**config.mk**
```make
export PLATFORM = sky130hd
export DESIGN_NAME = current_burst_piece_counter
export DESIGN_NICKNAME = d
export VERILOG_FILES = /design/src/rtl/core/cbpc_pkg.sv /design/src/rtl/core/cbpc_step.sv /design/src/rtl/core/current_burst_piece_counter.sv
export SDC_FILE = /design/constraint.sdc
export NUM_CORES = 1
export LEC_CHECK = 0
export BUFFER_PORTS_ARGS = -buffer_cell sky130_fd_sc_hd__buf_2
export CAP_MARGIN = 10
export CORE_ASPECT_RATIO = 0.75
export CORE_UTILIZATION = 55
export DETAILED_ROUTE_END_ITERATION = 6
export PLACE_DENSITY_LB_ADDON = 0.12
export SYNTH_ARGS = -nofsm -noshare
export SYNTH_HDL_FRONTEND = slang
export SYNTH_HIERARCHICAL = 1
export SYNTH_SLANG_ARGS = --single-unit
```
**constraint.sdc**
```tcl
create_clock -name clk_i -period 10.37 [get_ports clk_i]
set_input_delay 1.037 -clock clk_i [delete_from_list [all_inputs] [get_ports clk_i]]
set_output_delay 1.037 -clock clk_i [all_outputs]
set_load 0.005 [all_outputs]
```
**src/rtl/core/cbpc_pkg.sv**
```systemverilog
package cbpc_pkg;

  typedef enum logic [1:0] {
    PH_IDLE = 2'd0,
    PH_RUN  = 2'd1,
    PH_LOW  = 2'd2
  } phase_e;

  typedef enum logic [1:0] {
    CAUSE_NONE    = 2'd0,
    CAUSE_BURST   = 2'd1,
    CAUSE_LOW_END = 2'd2,
    CAUSE_TIMEOUT = 2'd3
  } cause_e;

  localparam int unsigned CfgIdxW  = 3;
  localparam int unsigned CfgDataW = 32;

  localparam logic [CfgIdxW-1:0] CFG_RUN_ON_MA     = 3'd0;
  localparam logic [CfgIdxW-1:0] CFG_RUN_OFF_MA    = 3'd1;
  localparam logic [CfgIdxW-1:0] CFG_IDLE_MIN_MA   = 3'd2;
  localparam logic [CfgIdxW-1:0] CFG_MIN_PEAK_MA   = 3'd3;
  localparam logic [CfgIdxW-1:0] CFG_QUIET_MIN_MS  = 3'd4;
  localparam logic [CfgIdxW-1:0] CFG_BURST_MIN_MS  = 3'd5;
  localparam logic [CfgIdxW-1:0] CFG_HOLD_LIMIT_MS = 3'd6;
  localparam logic [CfgIdxW-1:0] CFG_COOLDOWN_MS   = 3'd7;

  localparam int unsigned InDataW  = 48;
  localparam int unsigned OutDataW = 56;

  typedef struct packed {
    logic [15:0] run_on_ma;
    logic [15:0] run_off_ma;
    logic [15:0] idle_min_ma;
    logic [15:0] min_peak_ma;
    logic [15:0] quiet_min_ms;
    logic [15:0] burst_min_ms;
    logic [31:0] hold_limit_ms;
    logic [31:0] cooldown_ms;
  } cfg_t;

  typedef struct packed {
    phase_e      phase;
    logic [31:0] run_start;
    logic [31:0] low_hold_start;
    logic        low_hold_valid;
    logic [31:0] off_since;
    logic        off_valid;
    logic [15:0] peak_level;
    logic [31:0] last_piece_time;
    logic        last_piece_valid;
    logic [31:0] piece_count;
  } state_t;

  typedef struct packed {
    logic [15:0] peak_ma;
    phase_e      phase_now;
    cause_e      end_cause;
    logic [31:0] piece_total;
    logic        piece_counted;
  } result_t;

endpackage

```
**src/rtl/core/cbpc_step.sv**
```systemverilog
module cbpc_step (
  input  cbpc_pkg::cfg_t    cfg_i,
  input  cbpc_pkg::state_t  st_i,
  input  logic [15:0]       amps_ma_i,
  input  logic [31:0]       now_ms_i,
  output cbpc_pkg::state_t  st_o,
  output cbpc_pkg::result_t res_o
);

  cbpc_pkg::state_t st;
  cbpc_pkg::cause_e cause;
  logic             do_end;
  logic             counted;
  logic [15:0]      peak_cur;
  logic [31:0]      off_time;
  logic [31:0]      duration;
  logic [31:0]      since_piece;
  logic [31:0]      hold_time;

  always_comb begin
    st          = st_i;
    cause       = cbpc_pkg::CAUSE_NONE;
    do_end      = 1'b0;
    counted     = 1'b0;
    peak_cur    = st_i.peak_level;
    off_time    = 32'd0;
    hold_time   = now_ms_i - st_i.low_hold_start;
    duration    = now_ms_i - st_i.run_start;
    since_piece = now_ms_i - st_i.last_piece_time;

    case (st_i.phase)
      cbpc_pkg::PH_IDLE: begin
        if (amps_ma_i >= cfg_i.run_on_ma) begin
          st.phase      = cbpc_pkg::PH_RUN;
          st.run_start  = now_ms_i;
          st.peak_level = amps_ma_i;
          st.off_valid  = 1'b0;
        end
      end
      cbpc_pkg::PH_RUN: begin
        if (amps_ma_i > st_i.peak_level) begin
          peak_cur = amps_ma_i;
        end
        st.peak_level = peak_cur;
        if (amps_ma_i < cfg_i.run_off_ma) begin
          // The first low beat starts the off timer at zero elapsed time.
          if (!st_i.off_valid) begin
            st.off_since = now_ms_i;
            st.off_valid = 1'b1;
          end else begin
            off_time = now_ms_i - st_i.off_since;
          end
          if (off_time >= {16'd0, cfg_i.quiet_min_ms}) begin
            if (amps_ma_i < cfg_i.idle_min_ma) begin
              cause  = cbpc_pkg::CAUSE_BURST;
              do_end = 1'b1;
            end else begin
              st.phase          = cbpc_pkg::PH_LOW;
              st.low_hold_start = now_ms_i;
              st.low_hold_valid = 1'b1;
              st.off_valid      = 1'b0;
            end
          end
        end else begin
          st.off_valid = 1'b0;
        end
      end
      cbpc_pkg::PH_LOW: begin
        if (amps_ma_i >= cfg_i.run_on_ma) begin
          st.phase     = cbpc_pkg::PH_RUN;
          st.off_valid = 1'b0;
          if (amps_ma_i > st_i.peak_level) begin
            st.peak_level = amps_ma_i;
          end
        end else begin
          if (amps_ma_i < cfg_i.idle_min_ma) begin
            if (!st_i.off_valid) begin
              st.off_since = now_ms_i;
              st.off_valid = 1'b1;
            end else if ((now_ms_i - st_i.off_since) >= {16'd0, cfg_i.quiet_min_ms}) begin
              cause  = cbpc_pkg::CAUSE_LOW_END;
              do_end = 1'b1;
            end
          end else begin
            st.off_valid = 1'b0;
          end
          // A low-hold end on this beat takes precedence over the timeout.
          if (!do_end && st_i.low_hold_valid && (hold_time > cfg_i.hold_limit_ms)) begin
            cause  = cbpc_pkg::CAUSE_TIMEOUT;
            do_end = 1'b1;
          end
        end
      end
      default: begin
        do_end = 1'b0;
        st.phase          = cbpc_pkg::PH_IDLE;
        st.run_start      = 32'd0;
        st.low_hold_start = 32'd0;
        st.low_hold_valid = 1'b0;
        st.off_since      = 32'd0;
        st.off_valid      = 1'b0;
        st.peak_level     = 16'd0;
      end
    endcase

    if (do_end) begin
      if ((peak_cur >= cfg_i.min_peak_ma) && (duration >= {16'd0, cfg_i.burst_min_ms}) &&
          !(st_i.last_piece_valid && (since_piece < cfg_i.cooldown_ms))) begin
        st.piece_count      = st_i.piece_count + 32'd1;
        st.last_piece_time  = now_ms_i;
        st.last_piece_valid = 1'b1;
        counted             = 1'b1;
      end
      st.phase          = cbpc_pkg::PH_IDLE;
      st.run_start      = 32'd0;
      st.low_hold_start = 32'd0;
      st.low_hold_valid = 1'b0;
      st.off_since      = 32'd0;
      st.off_valid      = 1'b0;
      st.peak_level     = 16'd0;
    end
  end

  assign st_o                = st;
  assign res_o.piece_counted = counted;
  assign res_o.piece_total   = st.piece_count;
  assign res_o.end_cause     = cause;
  assign res_o.phase_now     = st.phase;
  assign res_o.peak_ma       = do_end ? peak_cur : st.peak_level;

endmodule

```
**src/rtl/core/current_burst_piece_counter.sv**
```systemverilog
// Counts machining pieces from a stream of current samples. Each input beat carries one
// current sample and a wrapping millisecond timestamp; each produces exactly one output
// beat with the counted flag, running piece total, end cause, phase and burst peak.
// One sample is taken every clock cycle while the output is not stalled; each sample is
// held in one input register, then the combinational phase and threshold logic, and its
// result is held in one result register. Configuration writes must be made while no
// samples are in flight; the thresholds reset to their default values.
module current_burst_piece_counter (
  input  logic                              clk_i,
  input  logic                              rst_ni,
  input  logic                              cfg_we_i,
  input  logic [cbpc_pkg::CfgIdxW-1:0]      cfg_idx_i,
  input  logic [cbpc_pkg::CfgDataW-1:0]     cfg_data_i,
  input  logic                              s_axis_tvalid,
  output logic                              s_axis_tready,
  // amps_ma [15:0], now_ms [47:16]
  input  logic [cbpc_pkg::InDataW-1:0]      s_axis_tdata,
  output logic                              m_axis_tvalid,
  input  logic                              m_axis_tready,
  // piece_counted [0], piece_total [32:1], end_cause [34:33], phase_now [36:35],
  // peak_ma [52:37], zero fill [55:53]
  output logic [cbpc_pkg::OutDataW-1:0]     m_axis_tdata
);

  cbpc_pkg::cfg_t    cfg_q;
  cbpc_pkg::state_t  st_q;
  cbpc_pkg::state_t  st_d;
  cbpc_pkg::result_t res_d;
  cbpc_pkg::result_t res_q;

  logic                         in_valid_q;
  logic [cbpc_pkg::InDataW-1:0] in_data_q;
  logic                         out_valid_q;
  logic                         advance;

  assign advance       = in_valid_q && (!out_valid_q || m_axis_tready);
  assign s_axis_tready = !in_valid_q || advance;

  always_ff @(posedge clk_i or negedge rst_ni) begin
    if (!rst_ni) begin
      cfg_q.run_on_ma     <= 16'd500;
      cfg_q.run_off_ma    <= 16'd300;
      cfg_q.idle_min_ma   <= 16'd50;
      cfg_q.min_peak_ma   <= 16'd800;
      cfg_q.quiet_min_ms  <= 16'd150;
      cfg_q.burst_min_ms  <= 16'd300;
      cfg_q.hold_limit_ms <= 32'd5000;
      cfg_q.cooldown_ms   <= 32'd1000;
    end else if (cfg_we_i) begin
      case (cfg_idx_i)
        cbpc_pkg::CFG_RUN_ON_MA:     cfg_q.run_on_ma     <= cfg_data_i[15:0];
        cbpc_pkg::CFG_RUN_OFF_MA:    cfg_q.run_off_ma    <= cfg_data_i[15:0];
        cbpc_pkg::CFG_IDLE_MIN_MA:   cfg_q.idle_min_ma   <= cfg_data_i[15:0];
        cbpc_pkg::CFG_MIN_PEAK_MA:   cfg_q.min_peak_ma   <= cfg_data_i[15:0];
        cbpc_pkg::CFG_QUIET_MIN_MS:  cfg_q.quiet_min_ms  <= cfg_data_i[15:0];
        cbpc_pkg::CFG_BURST_MIN_MS:  cfg_q.burst_min_ms  <= cfg_data_i[15:0];
        cbpc_pkg::CFG_HOLD_LIMIT_MS: cfg_q.hold_limit_ms <= cfg_data_i;
        cbpc_pkg::CFG_COOLDOWN_MS:   cfg_q.cooldown_ms   <= cfg_data_i;
        default: ;
      endcase
    end
  end

  cbpc_step u_step (
    .cfg_i     (cfg_q),
    .st_i      (st_q),
    .amps_ma_i (in_data_q[15:0]),
    .now_ms_i  (in_data_q[47:16]),
    .st_o      (st_d),
    .res_o     (res_d)
  );

  always_ff @(posedge clk_i or negedge rst_ni) begin
    if (!rst_ni) begin
      in_valid_q             <= 1'b0;
      out_valid_q            <= 1'b0;
      st_q.phase             <= cbpc_pkg::PH_IDLE;
      st_q.run_start         <= 32'd0;
      st_q.low_hold_start    <= 32'd0;
      st_q.low_hold_valid    <= 1'b0;
      st_q.off_since         <= 32'd0;
      st_q.off_valid         <= 1'b0;
      st_q.peak_level        <= 16'd0;
      st_q.last_piece_time   <= 32'd0;
      st_q.last_piece_valid  <= 1'b0;
      st_q.piece_count       <= 32'd0;
    end else begin
      if (s_axis_tready) begin
        in_valid_q <= s_axis_tvalid;
      end
      if (advance) begin
        st_q        <= st_d;
        out_valid_q <= 1'b1;
      end else if (m_axis_tready) begin
        out_valid_q <= 1'b0;
      end
    end
  end

  always_ff @(posedge clk_i) begin
    if (s_axis_tready && s_axis_tvalid) begin
      in_data_q <= s_axis_tdata;
    end
    if (advance) begin
      res_q <= res_d;
    end
  end

  assign m_axis_tvalid = out_valid_q;
  assign m_axis_tdata  = {3'd0, res_q};

endmodule
```
Word level (Yosys, flattened, before mapping). Cells that the tools add are included.

Add/subtract/negate cells: 5. $lt $le $gt $ge: 10. Eq/ne operators: 18. Mux-type cells: 53. Reductions and logical operators: 31.

Operators by type and width (number): 181-bit 2-to-1 mux (1); 32-bit 2-to-1 mux (5); 65-bit 2-to-1 mux (2); 32-bit subtractor (4); 33-bit 2-to-1 mux (3); 32-bit by 16-bit >= comparator with 1-bit output (3); 32-bit case mux with 3 select lines (1); 33-bit case mux with 2 select lines (1); 16-bit 2-to-1 mux (4); 32-bit case mux with 2 select lines (1); 17-bit case mux with 3 select lines (1); 34-bit 2-to-1 mux (1); 32-bit by 1-bit adder with 32-bit output, second input constant (1); 16-bit >= comparator (2); 32-bit greater-than comparator (1); 16-bit less-than comparator (2); 32-bit less-than comparator (1); 2-bit 2-to-1 mux (11); 1-bit 2-to-1 mux (18); 2-bit AND reduction (9); 17-bit 2-to-1 mux (1); 16-bit greater-than comparator (1); 3-bit equality test, second input constant (4); 3-bit by 1-bit inequality test with 1-bit output, second input constant (4); other kinds (18) (35).

Register bits: 444. Input bits: 88. Output and inout bits: 58. Logic and storage cells: 143.

Longest topological paths before layout.
Depth after elaboration: 15. Depth in mapped cells: 32. Mapped depth without buffers: 30.

Hierarchy. The synthesis kept the hierarchy.

By module, submodules not included: cbpc_step (times used 1, cells each 2387, area an instance 16290.6 um^2, sequential area each 0.0 um^2); current_burst_piece_counter (times used 1, cells each 840, area an instance 15899.0 um^2, sequential area each 11659.9 um^2).

Worst setup path after synthesis. No wires, ideal clock.

Path kind: flip-flop to flip-flop. Start: register in_data_q[16] (netlist name). End: register st_q[39] (netlist name). Library setup time: 0.125 ns. Arrival: 6.563 ns. Required time: 10.245 ns. Setup slack: 3.682 ns. Stages on the path, launching flop included: 30. Path buffers: 1. Clock period less this slack: 6.688 ns. Path through: edfxtp_1 > inv_1 > ha_1 > inv_1 > fa_1 > a21o_1 > a21oi_1 > o21ai_0 > and4_1 > o31ai_1 > o21ai_0 > o311ai_0 > a21o_1 > o21ai_0 > a21o_1 > a21oi_1 > xnor2_1 > ha_1 > nand4_1 > nor2_1 > nand3_1 > or4_1 > o221ai_1 > o311a_1 > o211a_1 > o31ai_4 > a211oi_4 > buf_6 > mux2_4 > mux2_2.

Cells in the longest elaborated chain, start to end: 14. Elaborated cells on any way between the ends: 30. Classes of those cells: add/sub (4); order compare (5); mux (13); reduce/logical (8).

RTL lines: from (decl) (line current_burst_piece_counter.sv:32) `logic [cbpc_pkg::InDataW-1:0] in_data_q;`; from (signal assigned) (line current_burst_piece_counter.sv:102) `in_data_q <= s_axis_tdata;`; 32-bit subtractor (line cbpc_step.sv:51, cbpc_step.sv:80); 32-bit by 16-bit >= comparator with 1-bit output (line cbpc_step.sv:80) `end else if ((now_ms_i - st_i.off_since) >= {16'd0, cfg_i.quiet_min_ms}) begin`; 1-bit 2-to-1 mux (line cbpc_step.sv:80); 1-bit 2-to-1 mux (line cbpc_step.sv:77) `if (!st_i.off_valid) begin`; 1-bit 2-to-1 mux (line cbpc_step.sv:76) `if (amps_ma_i < cfg_i.idle_min_ma) begin`; 1-bit 2-to-1 mux (line cbpc_step.sv:69) `if (amps_ma_i >= cfg_i.run_on_ma) begin`; 1-bit 2-to-1 mux (line cbpc_step.sv:31) `case (st_i.phase)`; 1-bit logical NOT (line cbpc_step.sv:88) `if (!do_end && st_i.low_hold_valid && (hold_time > cfg_i.hold_limit_ms)) begin`; 1-bit logical AND (2 in series) (line cbpc_step.sv:88); 1-bit 2-to-1 mux (line cbpc_step.sv:88); 1-bit 2-to-1 mux (line cbpc_step.sv:69); 1-bit case mux with 2 select lines (line cbpc_step.sv:31); 3-bit AND reduction (no source line) (*); to (signal assigned) (line current_burst_piece_counter.sv:92) `st_q <= st_d;`; to (decl) (line current_burst_piece_counter.sv:26) `cbpc_pkg::state_t st_q;`.

Every way passes the cells marked *; elsewhere a longest branch is shown, timed or not. The select of a mux whose other input is x is not followed. A chain may end at the register's enable or synchronous reset.

Worst setup path in the final report.
Start: register in_data_q[16] (netlist name). End: register st_q[33] (netlist name).

Cells in the longest elaborated chain, start to end: 14. Elaborated cells on any way between the ends: 30. Classes of those cells: add/sub (4); order compare (5); mux (13); reduce/logical (8).

RTL lines (line): 32-bit subtractor (cbpc_step.sv:51, cbpc_step.sv:80); 32-bit by 16-bit >= comparator with 1-bit output (cbpc_step.sv:80); 1-bit 2-to-1 mux (cbpc_step.sv:80); 1-bit 2-to-1 mux (cbpc_step.sv:77); 1-bit 2-to-1 mux (cbpc_step.sv:76); 1-bit 2-to-1 mux (cbpc_step.sv:69); 1-bit 2-to-1 mux (cbpc_step.sv:31); 1-bit logical NOT (cbpc_step.sv:88); 1-bit logical AND (2 in series) (cbpc_step.sv:88); 1-bit 2-to-1 mux (cbpc_step.sv:88); 1-bit 2-to-1 mux (cbpc_step.sv:69); 1-bit case mux with 2 select lines (cbpc_step.sv:31); 3-bit AND reduction (no source line).

Parallel ways exist; a longest one is shown, timed or not. The select of a mux whose other input is x is not followed.

==> impl_results.md <==
- Initial Utilization: 55.86%
- Clk buf depth: 3
- Top Family by Delay on Critical Path: compound AO/OA/AOI/OAI gates
- Clk_skew: 24.38 ps
- ANT nets after route: 0
- RR Startpoint: in_data_q[16]
- Routed WL: 88940 um
- Critical Path Source Type: register
- LEAKAGE: 16.03 nW
- Worst hold slack: 476.7 ps
- Uppermost layer routed: met4
- Clock period minus worst slack: 8466 ps
- Die Wd: 281.4 um
- Crit path max fanout: 36
- Max stage delay on crit path: 590 ps
- Post-cts resize count: 0
- Vias: 25057
- # port buffers: 142
- Hold Path Class: register to register
- Synthesized area: 32190 um^2
- Critical Path AT: 8950 ps
- Tcrit/Tclk final: 81.64%
- Power share of the combinational group: 54.2%
- Dpl hpwl: 64590 um
- Mean area per synthesized cell: 9.975 um^2
- Final setup margin: 1904 ps
- Clock power share: 18.8%
- Initial DRC count: 1906
- Register area share after synthesis: 36.22%
- I/O pins: 146
- #FFs+latches synth: 444
- Final Max Tran Viols: 0
- Crit path from: in_data_q[16]
- Post-Route Utilization: 60.72%
- Number of global-route vias before repair: 24483
- Die height: 211.5 um
- Top post-synthesis cells by count: 369 x mux2_2, 344 x inv_1, 318 x ha_1
- Buf/Inv on CP: 4
- Area after DPL: 33340 um^2
- Die Area: 59510 um^2
- Seq. cell area: 11660 um^2
- Worst Min Path Start: in_valid_q
- Clk_lat worst skew: 600 ps
- Yosys top cell area share: 23.94%
- DRC Markers: 10
- TritonCTS Buffers: 48
- Status: complete, but fails checks
- CTS Hold Bufs: 0
- # Post-CTS Setup Buffers: 0
- Layout cells sized above 1: 21.76%
- Final hold vios: 0
- Asr flop ratio synth: 77.25%
- Maxcap violations: 0
- Slew margin rel.: 20.79%
- Worst path depth: 30
- Switching share of total power: 42.44%
- Failing checks: design-rule violations
- Nets: 3697
- Final instance area: 34990 um^2
- Cells after Synth: 3227
- Vias per std cell: 6.097
- Switch Pwr: 4.074 mW
- Total Power: 9.602 mW
- Most common cell in the netlist: mux2_2
- Largest net degree at the start of global routing: 171
- Met2 WL: 36580 um
- Total core area: 57630 um^2
- Tightest Pin Transition: 1185 ps
- DRT Pass-1 Iters: 7
- Worst EP required: 10850 ps
- Area growth syn-to-layout: 8.707%
- Unrepaired setup endpoints after global routing: false
- Ys flop type: dfrtp_1
- TritonCTS clock tree: done
- R2R depth: 30
- CP max-delay cell: buf_4
- WL per Instance: 21.64 um
- Setup TNS: 0 ps
- Htree depth: 2
- Synth area leader: dfrtp_1
- Area occupied by multi-input gates: 18370 um^2
- Hold path cells: 1
- Routed length on met1: 43680 um
- Synth unique cells: 82
- Worst-path clk slew: 60 ps
- Pwr dens: 274.4 nW/um^2
- Total track usage: 29.86%
- Post-synth EDFFs: 101
- Internal power: 5.527 mW
- VDD IR max: 144.3 uV
- First-pass GRT wire length: 139000 um
- Flop pwr share: 27.0%
- Non-Filler Instances: 4110
- Final Setup Violations: 0
- Critical path class: register to register
- Placer Congestion: 0.9362
- Leading post-synthesis cells by cell area: dfrtp_1 24%, mux2_2 13%, ha_1 12%, edfxtp_1 9.4%, inv_1 4.0%
- Root buf cell: clkbuf_16
- DR WL met3: 7066 um
- Fill cells: 4875
- Core Rows: 76
- Grt total ovfl: 0
- Clock Sinks: 444
- Crit path capture type: register
- Initial antenna violation count: 5
- Fmax: 0.1181 GHz
- Pre-CTS worst setup slack: 2051 ps
- Placed Instances: 4017
- Synth warn: 6
==> placed cells by master (no fill, tap or decap), drive strengths merged, types with 41 or more instances in the layout <==
cell and instances:
xnor2 73, nand3 50, dfrtp 308, o21ai 130, a22oi 48, nand4 56
mux2 404, a21o 94, clkbuf 63, nor3 126, edfxtp 101, ha 318
inv 347, nand2 116, buf 180, a211oi 56, nor2 154, a21oi 174
xor2 54, nand2b 41
==> cell families (layout without fill, tap and decap cells) <==
kind of cell	Yosys count	after routing	share of synthesized area, %
fa+ha+maj	322	322	12.61
mux	440	440	15.56
xor+xnor	127	127	3.455
buf+inv	517	615	6.934
compound gates	702	702	14.53
simple gates	674	674	10.69
other cells	1	6	0.01165
flops	444	444	36.22
==> flip-flops by register name (all words and copies together) (netlist names) <==
name and count:
cfg_q 160, in_data_q 48, in_valid_q 1, m_axis_tdata 53
m_axis_tvalid 1, st_q 181
==> routing by layer <==
layer | global-route usage (%) | up-vias
li1 | - | 11756
met2 | 43.03 | 850
met1 | 46.05 | 12338
met5 | 0 | -
met4 | 6.559 | 0
met3 | 5.419 | 113
==> area by class of cell <==
class,count,area share [%]
multi-input cells,2268,52.49
flip-flops and latches,444,33.32
clock buffers,63,3.887
inverters,345,3.701
repair buffers,180,2.982
well taps,780,2.789
clock inverters,27,0.8045
diodes,3,0.02145
==> worst paths after layout <==
kind | end | slack (ps)
max in group asynchronous | in_valid_q | 7470
worst min-delay path | m_axis_tvalid | 480
worst max register to register | st_q[33] | 1900
worst min register to register | m_axis_tvalid | 480
min in group asynchronous | st_q[74] | 500
worst max-delay path | st_q[33] | 1900
==> power by group through the flow <==
stage | Clock (mW) | Combinational (mW) | Sequential, mW
3_3_place_gp | 0 | 4.91 | 2.58
2_1_floorplan | 0 | 3.86 | 2.50
5_1_grt | 1.91 | 5.77 | 2.65
4_1_cts | 1.84 | 5.11 | 2.59
3_5_place_dp | 0 | 5.07 | 2.62
6_report | 1.81 | 5.20 | 2.59
==> worst register-to-register path, delay by kind of cell, from the launching register on <==
family,cells,cell delay [ps]
buffers and inverters,4,1170
DFF,1,410
muxes,2,730
and+or+nand+nor,5,1200
AOI/OAI and AO/OA,15,3800
xor gates and xnor gates,1,100
adders and majority gates,3,920
(Power assumes the default switching activity.)
